<file path="config.mk">
export PLATFORM = sky130hd
export DESIGN_NAME = one_shot_timer_manager
export DESIGN_NICKNAME = d
export VERILOG_FILES = /design/src/rtl/core/ostm_pkg.sv /design/src/rtl/core/one_shot_timer_manager.sv
export VERILOG_INCLUDE_DIRS = /design/src /design/src/rtl/core
export SDC_FILE = /design/constraint.sdc
export NUM_CORES = 2
export LEC_CHECK = 0
export BUFFER_PORTS_ARGS = -buffer_cell sky130_fd_sc_hd__buf_2
export CORE_MARGIN = 4
export CORE_UTILIZATION = 45
export CTS_CLUSTER_DIAMETER = 100
export CTS_CLUSTER_SIZE = 40
export DETAILED_ROUTE_END_ITERATION = 6
export PLACE_DENSITY_LB_ADDON = 0.2
export SLEW_MARGIN = 25
export SYNTH_ARGS = -nofsm -noshare
export SYNTH_HDL_FRONTEND = slang
export SYNTH_SLANG_ARGS = --single-unit
</file>
<file path="constraint.sdc">
create_clock -name clk -period 11.95 [get_ports clk]
set_input_delay 0.5975 -clock clk [delete_from_list [all_inputs] [get_ports clk]]
set_output_delay 0.5975 -clock clk [all_outputs]
set_load 0.01 [all_outputs]
</file>
<file path="src/rtl/core/assert_macros.svh">
// Assertion macros shared by the timer manager RTL.
`ifndef ASSERT_MACROS_SVH
`define ASSERT_MACROS_SVH

// Same-cycle implication, checked outside reset.
`define ASSERT_IMP(lbl, clk_s, rstn_s, ante, cons, msg) \
  lbl: assert property (@(posedge clk_s) disable iff (!rstn_s) (ante) |-> (cons)) \
    else $error(msg);

// Next-cycle implication, checked outside reset.
`define ASSERT_NEXT(lbl, clk_s, rstn_s, ante, cons, msg) \
  lbl: assert property (@(posedge clk_s) disable iff (!rstn_s) (ante) |=> (cons)) \
    else $error(msg);

`endif

</file>
<file path="src/rtl/core/ostm_pkg.sv">
// Types and codes for the one-shot timer manager.
`timescale 1ns / 1ps
`default_nettype none

package ostm_pkg;

  localparam int ACTION_W = 2;
  localparam int AMOUNT_W = 20;
  localparam int HANDLE_W = 32;
  localparam int KIND_W   = 2;

  typedef logic [ACTION_W-1:0] action_t;
  typedef logic [AMOUNT_W-1:0] amount_t;
  typedef logic [HANDLE_W-1:0] handle_t;
  typedef logic [KIND_W-1:0]   kind_t;

  // Commands
  localparam action_t ACT_REGISTER = 2'd0;
  localparam action_t ACT_CANCEL   = 2'd1;
  localparam action_t ACT_EXTEND   = 2'd2;
  localparam action_t ACT_TICK     = 2'd3;

  // Result kinds
  localparam kind_t KIND_REGISTER = 2'd0;
  localparam kind_t KIND_EXTEND   = 2'd1;
  localparam kind_t KIND_EXPIRED  = 2'd2;

  // Expiries reported by one tick at most
  localparam int MAX_RESULTS = 16;
  localparam int CNT_W       = $clog2(MAX_RESULTS + 1);

  typedef logic [CNT_W-1:0] cnt_t;

endpackage

`default_nettype wire

</file>
<file path="src/rtl/core/one_shot_timer_manager.sv">
// One-shot timer manager: slot memory, scan sequencer and result register.
//
//  Channel | Ports                                         | Handshake
//  --------+-----------------------------------------------+--------------------------
//  input   | in_action, in_amount_ms, in_timer_id          | beat taken on start & !busy
//  result  | out_result_kind, out_handle, out_ok, out_last | out_valid, one cycle each
//
// A register command never leaves idle; its reply beat follows in the next cycle.
// Cancel and extend scan the slot memory one entry per cycle.
// Tick runs one full pass over the slots per expired timer plus a final pass that finds none,
// or stops after MAX_RESULTS expiries; the single read port sets this.
// Reset (synchronous) clears the active bits, time and id counter at once; no clearing pass.
// The receiver cannot stall: each result beat is shown for exactly one cycle.
`timescale 1ns / 1ps
`default_nettype none
`include "assert_macros.svh"

module one_shot_timer_manager #(
  parameter int SLOTS     = 16,
  parameter int TIME_BITS = 48
) (
  input  wire                     clk,
  input  wire                     rst_n,
  input  wire                     start,
  output logic                    busy,
  input  wire ostm_pkg::action_t  in_action,
  input  wire ostm_pkg::amount_t  in_amount_ms,
  input  wire ostm_pkg::handle_t  in_timer_id,
  output logic                    out_valid,
  output ostm_pkg::kind_t         out_result_kind,
  output ostm_pkg::handle_t       out_handle,
  output logic                    out_ok,
  output logic                    out_last
);

  import ostm_pkg::*;

  localparam int IW = (SLOTS > 1) ? $clog2(SLOTS) : 1;
  localparam int CW = $clog2(SLOTS + 1);
  localparam int SW = ((TIME_BITS > AMOUNT_W) ? TIME_BITS : AMOUNT_W) + 1;
  localparam int MW = TIME_BITS + HANDLE_W;

  localparam logic [1:0] ST_IDLE  = 2'd0;
  localparam logic [1:0] ST_SCAN  = 2'd1;
  localparam logic [1:0] ST_FIN   = 2'd2;
  localparam logic [1:0] ST_FLUSH = 2'd3;

  // Saturating time add
  function automatic logic [TIME_BITS-1:0] sat_add(input logic [TIME_BITS-1:0] base,
                                                   input amount_t inc);
    logic [SW-1:0] sum;
    sum = SW'(base) + SW'(inc);
    if (|sum[SW-1:TIME_BITS]) return '1;
    return sum[TIME_BITS-1:0];
  endfunction

  // Control state
  logic [1:0]           state_r, state_nxt;
  logic [CW-1:0]        scan_r, scan_nxt;
  logic                 cmp_vld_r, cmp_vld_nxt;
  logic [SLOTS-1:0]     active_r, active_nxt;
  handle_t              seq_r, seq_nxt;
  logic [TIME_BITS-1:0] now_r, now_nxt;
  cnt_t                 cnt_r, cnt_nxt;
  logic                 pend_vld_r, pend_vld_nxt;
  logic                 best_vld_r, best_vld_nxt;
  logic                 out_valid_r, out_valid_nxt;

  // Payload registers
  action_t              act_r;
  amount_t              amount_r;
  handle_t              id_r;
  logic [IW-1:0]        cmp_idx_r;
  logic [TIME_BITS-1:0] best_exp_r;
  handle_t              best_hdl_r;
  logic [IW-1:0]        best_idx_r;
  handle_t              pend_hdl_r;
  kind_t                out_kind_r, out_kind_nxt;
  handle_t              out_handle_r, out_handle_nxt;
  logic                 out_ok_r, out_ok_nxt;
  logic                 out_last_r, out_last_nxt;

  // Slot memory: expiry in the upper bits, handle in the lower
  logic [MW-1:0]        mem [SLOTS];
  logic [MW-1:0]        rd_data_r;
  logic                 mem_re;
  logic                 mem_we;
  logic [IW-1:0]        mem_waddr;
  logic [MW-1:0]        mem_wdata;

  logic                 accept;
  logic                 free_any;
  logic [IW-1:0]        free_idx;
  logic [TIME_BITS-1:0] rd_exp;
  handle_t              rd_hdl;
  logic                 cmp_act;
  logic                 hit;
  logic                 due;
  logic                 better;
  logic                 scan_done;
  logic                 best_ld;
  logic                 pend_ld;

  assign accept = start && !busy;
  assign busy   = (state_r != ST_IDLE);

  // Lowest free slot
  always_comb begin
    free_any = 1'b0;
    free_idx = '0;
    for (int i = SLOTS - 1; i >= 0; i--) begin
      if (!active_r[i]) begin
        free_any = 1'b1;
        free_idx = IW'(i);
      end
    end
  end

  // Compare the entry read in the previous cycle
  assign rd_exp    = rd_data_r[MW-1:HANDLE_W];
  assign rd_hdl    = rd_data_r[HANDLE_W-1:0];
  assign cmp_act   = active_r[cmp_idx_r];
  assign hit       = cmp_vld_r && cmp_act && (rd_hdl == id_r);
  assign due       = cmp_vld_r && cmp_act && (rd_exp <= now_r);
  assign better    = !best_vld_r || (rd_exp < best_exp_r) ||
                     ((rd_exp == best_exp_r) && (rd_hdl < best_hdl_r));
  assign scan_done = cmp_vld_r && (cmp_idx_r == IW'(SLOTS - 1));
  assign best_ld   = (state_r == ST_SCAN) &&
                     ((act_r == ACT_TICK) ? (due && better) : (hit && !best_vld_r));
  assign pend_ld   = (state_r == ST_FIN) && (act_r == ACT_TICK) && best_vld_r;

  // Sequencer
  always_comb begin
    state_nxt      = state_r;
    scan_nxt       = scan_r;
    cmp_vld_nxt    = 1'b0;
    active_nxt     = active_r;
    seq_nxt        = seq_r;
    now_nxt        = now_r;
    cnt_nxt        = cnt_r;
    pend_vld_nxt   = pend_vld_r;
    best_vld_nxt   = best_vld_r;
    out_valid_nxt  = 1'b0;
    out_kind_nxt   = out_kind_r;
    out_handle_nxt = out_handle_r;
    out_ok_nxt     = out_ok_r;
    out_last_nxt   = out_last_r;
    mem_re         = 1'b0;
    mem_we         = 1'b0;
    mem_waddr      = free_idx;
    mem_wdata      = {sat_add(now_r, in_amount_ms), seq_r + 32'd1};

    unique case (state_r)
      ST_IDLE: begin
        if (accept) begin
          unique case (in_action) inside
            ACT_REGISTER: begin
              out_valid_nxt = 1'b1;
              out_kind_nxt  = KIND_REGISTER;
              out_last_nxt  = 1'b1;
              if (free_any) begin
                seq_nxt              = seq_r + 32'd1;
                active_nxt[free_idx] = 1'b1;
                mem_we               = 1'b1;
                out_handle_nxt       = seq_r + 32'd1;
                out_ok_nxt           = 1'b1;
              end else begin
                out_handle_nxt = '0;
                out_ok_nxt     = 1'b0;
              end
            end
            ACT_CANCEL, ACT_EXTEND: begin
              state_nxt    = ST_SCAN;
              scan_nxt     = '0;
              best_vld_nxt = 1'b0;
            end
            ACT_TICK: begin
              now_nxt      = sat_add(now_r, in_amount_ms);
              state_nxt    = ST_SCAN;
              scan_nxt     = '0;
              best_vld_nxt = 1'b0;
              cnt_nxt      = '0;
              pend_vld_nxt = 1'b0;
            end
          endcase
        end
      end

      ST_SCAN: begin
        // issue the next read
        if (scan_r != CW'(SLOTS)) begin
          mem_re      = 1'b1;
          scan_nxt    = scan_r + 1'b1;
          cmp_vld_nxt = 1'b1;
        end
        if (act_r == ACT_TICK) begin
          if (due && better) best_vld_nxt = 1'b1;
          if (scan_done) state_nxt = ST_FIN;
        end else if (hit) begin
          best_vld_nxt = 1'b1;
          state_nxt    = ST_FIN;
        end else if (scan_done) begin
          state_nxt = ST_FIN;
        end
      end

      ST_FIN: begin
        case (act_r)
          ACT_CANCEL: begin
            if (best_vld_r) active_nxt[best_idx_r] = 1'b0;
            state_nxt = ST_IDLE;
          end
          ACT_EXTEND: begin
            mem_we         = best_vld_r;
            mem_waddr      = best_idx_r;
            mem_wdata      = {sat_add(best_exp_r, amount_r), id_r};
            out_valid_nxt  = 1'b1;
            out_kind_nxt   = KIND_EXTEND;
            out_handle_nxt = id_r;
            out_ok_nxt     = best_vld_r;
            out_last_nxt   = 1'b1;
            state_nxt      = ST_IDLE;
          end
          default: begin
            // tick: release the earlier pending beat, hold the new one
            out_kind_nxt   = KIND_EXPIRED;
            out_handle_nxt = pend_hdl_r;
            out_ok_nxt     = 1'b1;
            out_valid_nxt  = pend_vld_r;
            if (best_vld_r) begin
              active_nxt[best_idx_r] = 1'b0;
              out_last_nxt           = 1'b0;
              pend_vld_nxt           = 1'b1;
              cnt_nxt                = cnt_r + 1'b1;
              if (cnt_r == CNT_W'(MAX_RESULTS - 1)) begin
                state_nxt = ST_FLUSH;
              end else begin
                state_nxt    = ST_SCAN;
                scan_nxt     = '0;
                best_vld_nxt = 1'b0;
              end
            end else begin
              out_last_nxt = 1'b1;
              pend_vld_nxt = 1'b0;
              state_nxt    = ST_IDLE;
            end
          end
        endcase
      end

      ST_FLUSH: begin
        out_valid_nxt  = 1'b1;
        out_kind_nxt   = KIND_EXPIRED;
        out_handle_nxt = pend_hdl_r;
        out_ok_nxt     = 1'b1;
        out_last_nxt   = 1'b1;
        pend_vld_nxt   = 1'b0;
        state_nxt      = ST_IDLE;
      end
    endcase
  end

  // Control registers
  always_ff @(posedge clk) begin
    if (!rst_n) begin
      state_r     <= ST_IDLE;
      scan_r      <= '0;
      cmp_vld_r   <= 1'b0;
      active_r    <= '0;
      seq_r       <= '0;
      now_r       <= '0;
      cnt_r       <= '0;
      pend_vld_r  <= 1'b0;
      best_vld_r  <= 1'b0;
      out_valid_r <= 1'b0;
    end else begin
      state_r     <= state_nxt;
      scan_r      <= scan_nxt;
      cmp_vld_r   <= cmp_vld_nxt;
      active_r    <= active_nxt;
      seq_r       <= seq_nxt;
      now_r       <= now_nxt;
      cnt_r       <= cnt_nxt;
      pend_vld_r  <= pend_vld_nxt;
      best_vld_r  <= best_vld_nxt;
      out_valid_r <= out_valid_nxt;
    end
  end

  // Payload registers
  always_ff @(posedge clk) begin
    if (accept) begin
      act_r    <= in_action;
      amount_r <= in_amount_ms;
      id_r     <= in_timer_id;
    end
    if (mem_re) cmp_idx_r <= scan_r[IW-1:0];
    if (best_ld) begin
      best_exp_r <= rd_exp;
      best_hdl_r <= rd_hdl;
      best_idx_r <= cmp_idx_r;
    end
    if (pend_ld) pend_hdl_r <= best_hdl_r;
    out_kind_r   <= out_kind_nxt;
    out_handle_r <= out_handle_nxt;
    out_ok_r     <= out_ok_nxt;
    out_last_r   <= out_last_nxt;
  end

  // Slot memory, one write and one registered read per cycle
  always_ff @(posedge clk) begin
    if (mem_we) mem[mem_waddr] <= mem_wdata;
    if (mem_re) rd_data_r <= mem[scan_r[IW-1:0]];
  end

  assign out_valid       = out_valid_r;
  assign out_result_kind = out_kind_r;
  assign out_handle      = out_handle_r;
  assign out_ok          = out_ok_r;
  assign out_last        = out_last_r;

  // Checks
  `ASSERT_IMP(a_scan_bound, clk, rst_n, state_r == ST_SCAN, scan_r <= CW'(SLOTS), "scan overrun")
  `ASSERT_IMP(a_cnt_bound, clk, rst_n, 1'b1, cnt_r <= CNT_W'(MAX_RESULTS), "tick count overrun")
  `ASSERT_IMP(a_flush_pend, clk, rst_n, state_r == ST_FLUSH, pend_vld_r, "flush without beat")
  `ASSERT_IMP(a_exp_src, clk, rst_n,
              out_valid && (out_result_kind == KIND_EXPIRED),
              ($past(state_r) == ST_FIN) || ($past(state_r) == ST_FLUSH),
              "stray expiry beat")
  `ASSERT_NEXT(a_full_reply, clk, rst_n,
               accept && (in_action == ACT_REGISTER) && !free_any,
               out_valid && !out_ok,
               "full reply missing")

endmodule

`default_nettype wire

</file>
==> results.sh <==
export IMPL_outcome="complete, no violations"
export IMPL_clockBufferDepth=3
export IMPL_ir_worst_vdd_mv=0.128
export IMPL_p_total_mw=10.2
export IMPL_path_class="reg2reg"
export IMPL_yosysWarnings=0
export IMPL_required_ns=12.30
export IMPL_end_kind="register"
export IMPL_antenna_found_initial=5
export IMPL_grt_ovfl_total=0
export IMPL_fin_crit_sh_pct=43.6
export IMPL_postRouteWirelength_um=173000
export IMPL_avgSynthCellArea_um2=17.8
export IMPL_die_h_um=403
export IMPL_drv_cap=0
export IMPL_gp_congestion=0.836
export IMPL_initial_utilization_pct=45.4
export IMPL_num_antenna_cells=0
export IMPL_grt_pass1_wl_um=252000
export IMPL_synth_edf_count=1570
export IMPL_final_nets=4308
export IMPL_core_mm2=0.155
export IMPL_syn_instance_count=3952
export IMPL_hold_class="in2reg"
export IMPL_finalClockSkew_ns=0.0436
export IMPL_grt_max_degree=97
export IMPL_cts_buffers=52
export IMPL_timing_fmax_mhz=192
export IMPL_grt_usage_pct=21.0
export IMPL_grt_pass1_vias=36711
export IMPL_setup_tns_final_ns=0
export IMPL_p_per_area_mw_per_mm2=134
export IMPL_synthTopCellsByArea="edfxtp_1 (67%), mux4_2 (13%), dfxtp_1 (3.2%)"
export IMPL_worst_pin_slew_ns=1.11
export IMPL_fin_hold_ws_ns=0.0720
export IMPL_final_hold_viol_count=0
export IMPL_num_io_pins=95
export IMPL_post_drt_wl_per_cell_um=28.1
export IMPL_rsz0062_at_grt="no"
export IMPL_arrival_ns=5.56
export IMPL_cts_resized=0
export IMPL_first_pass_iters=6
export IMPL_fin_crit_ns=5.21
export IMPL_yosysTopAreaCellShare_pct=67.0
export IMPL_synth_seq_area_share_pct=70.2
export IMPL_vias=37067
export IMPL_io_buffers=94
export IMPL_critical_path_slowest_cell="nand3b_1"
export IMPL_synth_cell_types=87
export IMPL_clkTransAtPathRegs_ns=0.14
export IMPL_die_area_mm2=0.163
export IMPL_drtIter0Drc=4318
export IMPL_drive_gt1_share_pct=19.2
export IMPL_setup_violations=0
export IMPL_drc=0
export IMPL_syn_nets=4190
export IMPL_cts_tree="done"
export IMPL_path_cells="inv_1 -> ha_1 -> nand2_1 -> clkinv_2 -> nand3b_1 -> a21boi_0 -> nand2_1 -> nor3_2 -> buf_4"
export IMPL_yosys_area_top_type="edfxtp_1"
export IMPL_num_rows=144
export IMPL_power_leakage_nw=22.8
export IMPL_crit_family="simple AND/OR/NAND/NOR gates"
export IMPL_cpPeakStageDelay_ns=0.89
export IMPL_worstSkewPairLatency_ns=0.74
export IMPL_synth_common_cells="edfxtp_1 (1,570), mux4_2 (405), ha_1 (179)"
export IMPL_crit_fanout=43
export IMPL_slew_viol_final=0
export IMPL_ys_seq_elements=1682
export IMPL_cts_root_buf="clkbuf_16"
export IMPL_path_common_cell="nand2_1"
export IMPL_synth_most_common_cell="edfxtp_1"
export IMPL_slew_headroom_pct=25.3
export IMPL_multi_input_area_mm2=0.0200
export IMPL_register_area_mm2=0.0494
export IMPL_areaGrowthSynthToFinish_pct=7.85
export IMPL_netlist_area_mm2=0.0703
export IMPL_fp_dieW_um=403
export IMPL_yosys_most_used_dff="edfxtp_1"
export IMPL_async_flop_share_pct=0
export IMPL_nFillCells=12713
export IMPL_h_tree_depth=2
export IMPL_start_kind="register"
export IMPL_avgViaCountPerCell=6.02
export IMPL_drtAntennaViolNets=0
export IMPL_numClockSinks=1682
export IMPL_crit_buf_inv=3
export IMPL_place_hpwl_um=104000
cell families after synthesis:
logic type | count (synthesis) | synth area share, %
buf+inv | 325 | 1.77
compound gates | 581 | 5.38
simple gates | 618 | 4.39
xor+xnor | 156 | 1.94
fa+ha+maj | 181 | 3.24
mux | 409 | 13.0
flops | 1682 | 70.2
through the flow:
step	area, um^2	std cells	utilization, %	setup slack, ns
finish	75800	6157	49.0	6.74
global route	75800	6157	49.0	6.47
CTS	75600	6140	48.9	6.72
detailed placement	73700	6018	47.6	6.71
global placement	73500	6009	47.5	6.85
floorplan	70300	3952	-	3.06
sequential cells by signal (all words and copies together) (netlist names), 4 cells and up:
register    flops
cmp_idx_r       4
active_r       16
best_exp_r     48
out_handle     32
now_r          48
best_hdl_r     32
best_idx_r      4
amount_r       20
cnt_r           5
id_r           32
seq_r          32
rd_data_r      80
pend_hdl_r     32
scan_r          5
mem          1280
layer usage:
metal | wire [um] | share of wire [%] | track usage [%]
met1 | 76700 | 44 | 31.7
met2 | 82000 | 47 | 33.3
met3 | 11100 | 6.4 | 2.85
met4 | 3310 | 1.9 | 3.92
met5 | 0 | 0 | 0
cell type report:
| class | count | area share, % |
|---|---|---|
| Clock buffer | 77 | 1.95 |
| Clock inverter | 20 | 0.333 |
| Inverter | 163 | 0.810 |
| Multi-Input combinational cell | 1945 | 26.4 |
| Sequential cell | 1682 | 65.1 |
| Tap cell | 2044 | 3.37 |
| Timing Repair Buffer | 226 | 2.00 |
path summary, 6_finish.rpt:
check	to	from	depth (start not counted)	slack (ns)
max reg2reg	mem[1][32]$_DFFE_PP_	state_r[0]$_SDFFE_PN0P_	9	6.74
max	mem[1][32]$_DFFE_PP_	state_r[0]$_SDFFE_PN0P_	9	6.74
min reg2reg	pend_hdl_r[0]$_DFFE_PP_	best_hdl_r[0]$_DFFE_PP_	0	0.45
min	id_r[8]$_DFFE_PP_	in_timer_id[8]	1	0.07
layout by cell type (no fill, tap or decap), types with 9 or more instances in the layout:
| master | count |
|---|---|
| a31oi_1 | 22 |
| nor3_1 | 49 |
| nand3b_1 | 9 |
| a221oi_1 | 13 |
| and4_1 | 9 |
| nand2b_1 | 11 |
| and2_1 | 14 |
| nor2b_1 | 9 |
| a21oi_2 | 39 |
| o21a_1 | 15 |
| o211ai_1 | 16 |
| ha_1 | 179 |
| nand2_1 | 138 |
| dfxtp_1 | 108 |
| a21o_1 | 29 |
| nor3_2 | 19 |
| xor2_1 | 49 |
| clkbuf_1 | 20 |
| o21ai_0 | 132 |
| a22oi_1 | 57 |
| dlygate4sd3_1 | 25 |
| inv_1 | 160 |
| a21oi_1 | 130 |
| clkbuf_16 | 55 |
| mux4_2 | 405 |
| xnor2_1 | 107 |
| o31ai_1 | 10 |
| buf_4 | 89 |
| nand4_1 | 54 |
| nor4_1 | 10 |
| buf_2 | 102 |
| nand3_1 | 70 |
| a211oi_1 | 26 |
| or3_1 | 20 |
| nor2_1 | 144 |
| edfxtp_1 | 1570 |
| and3_1 | 36 |
power breakdown:
group	switching, mW	internal [mW]
Combinational	0.494	0.372
Clock	1.77	0.920
Sequential	0.0862	6.53
Total	2.35	7.82
repair_timing:
action	4_1_cts	5_1_grt
setup buffers	0	0
hold endpoints to repair	25	0
setup endpoints to repair	0	0
hold buffers	25	0
worst register-to-register path, stage by stage (launching register included):
cell and delay [ns]:
dfxtp_1 0.36, inv_1 0.12, ha_1 0.35, nand2_1 0.16, clkinv_2 0.45, nand3b_1 0.90
a21boi_0 0.56, nand2_1 0.21, nor3_2 0.77, buf_4 0.87
Note: power is estimated with default switching activity, not from simulation.
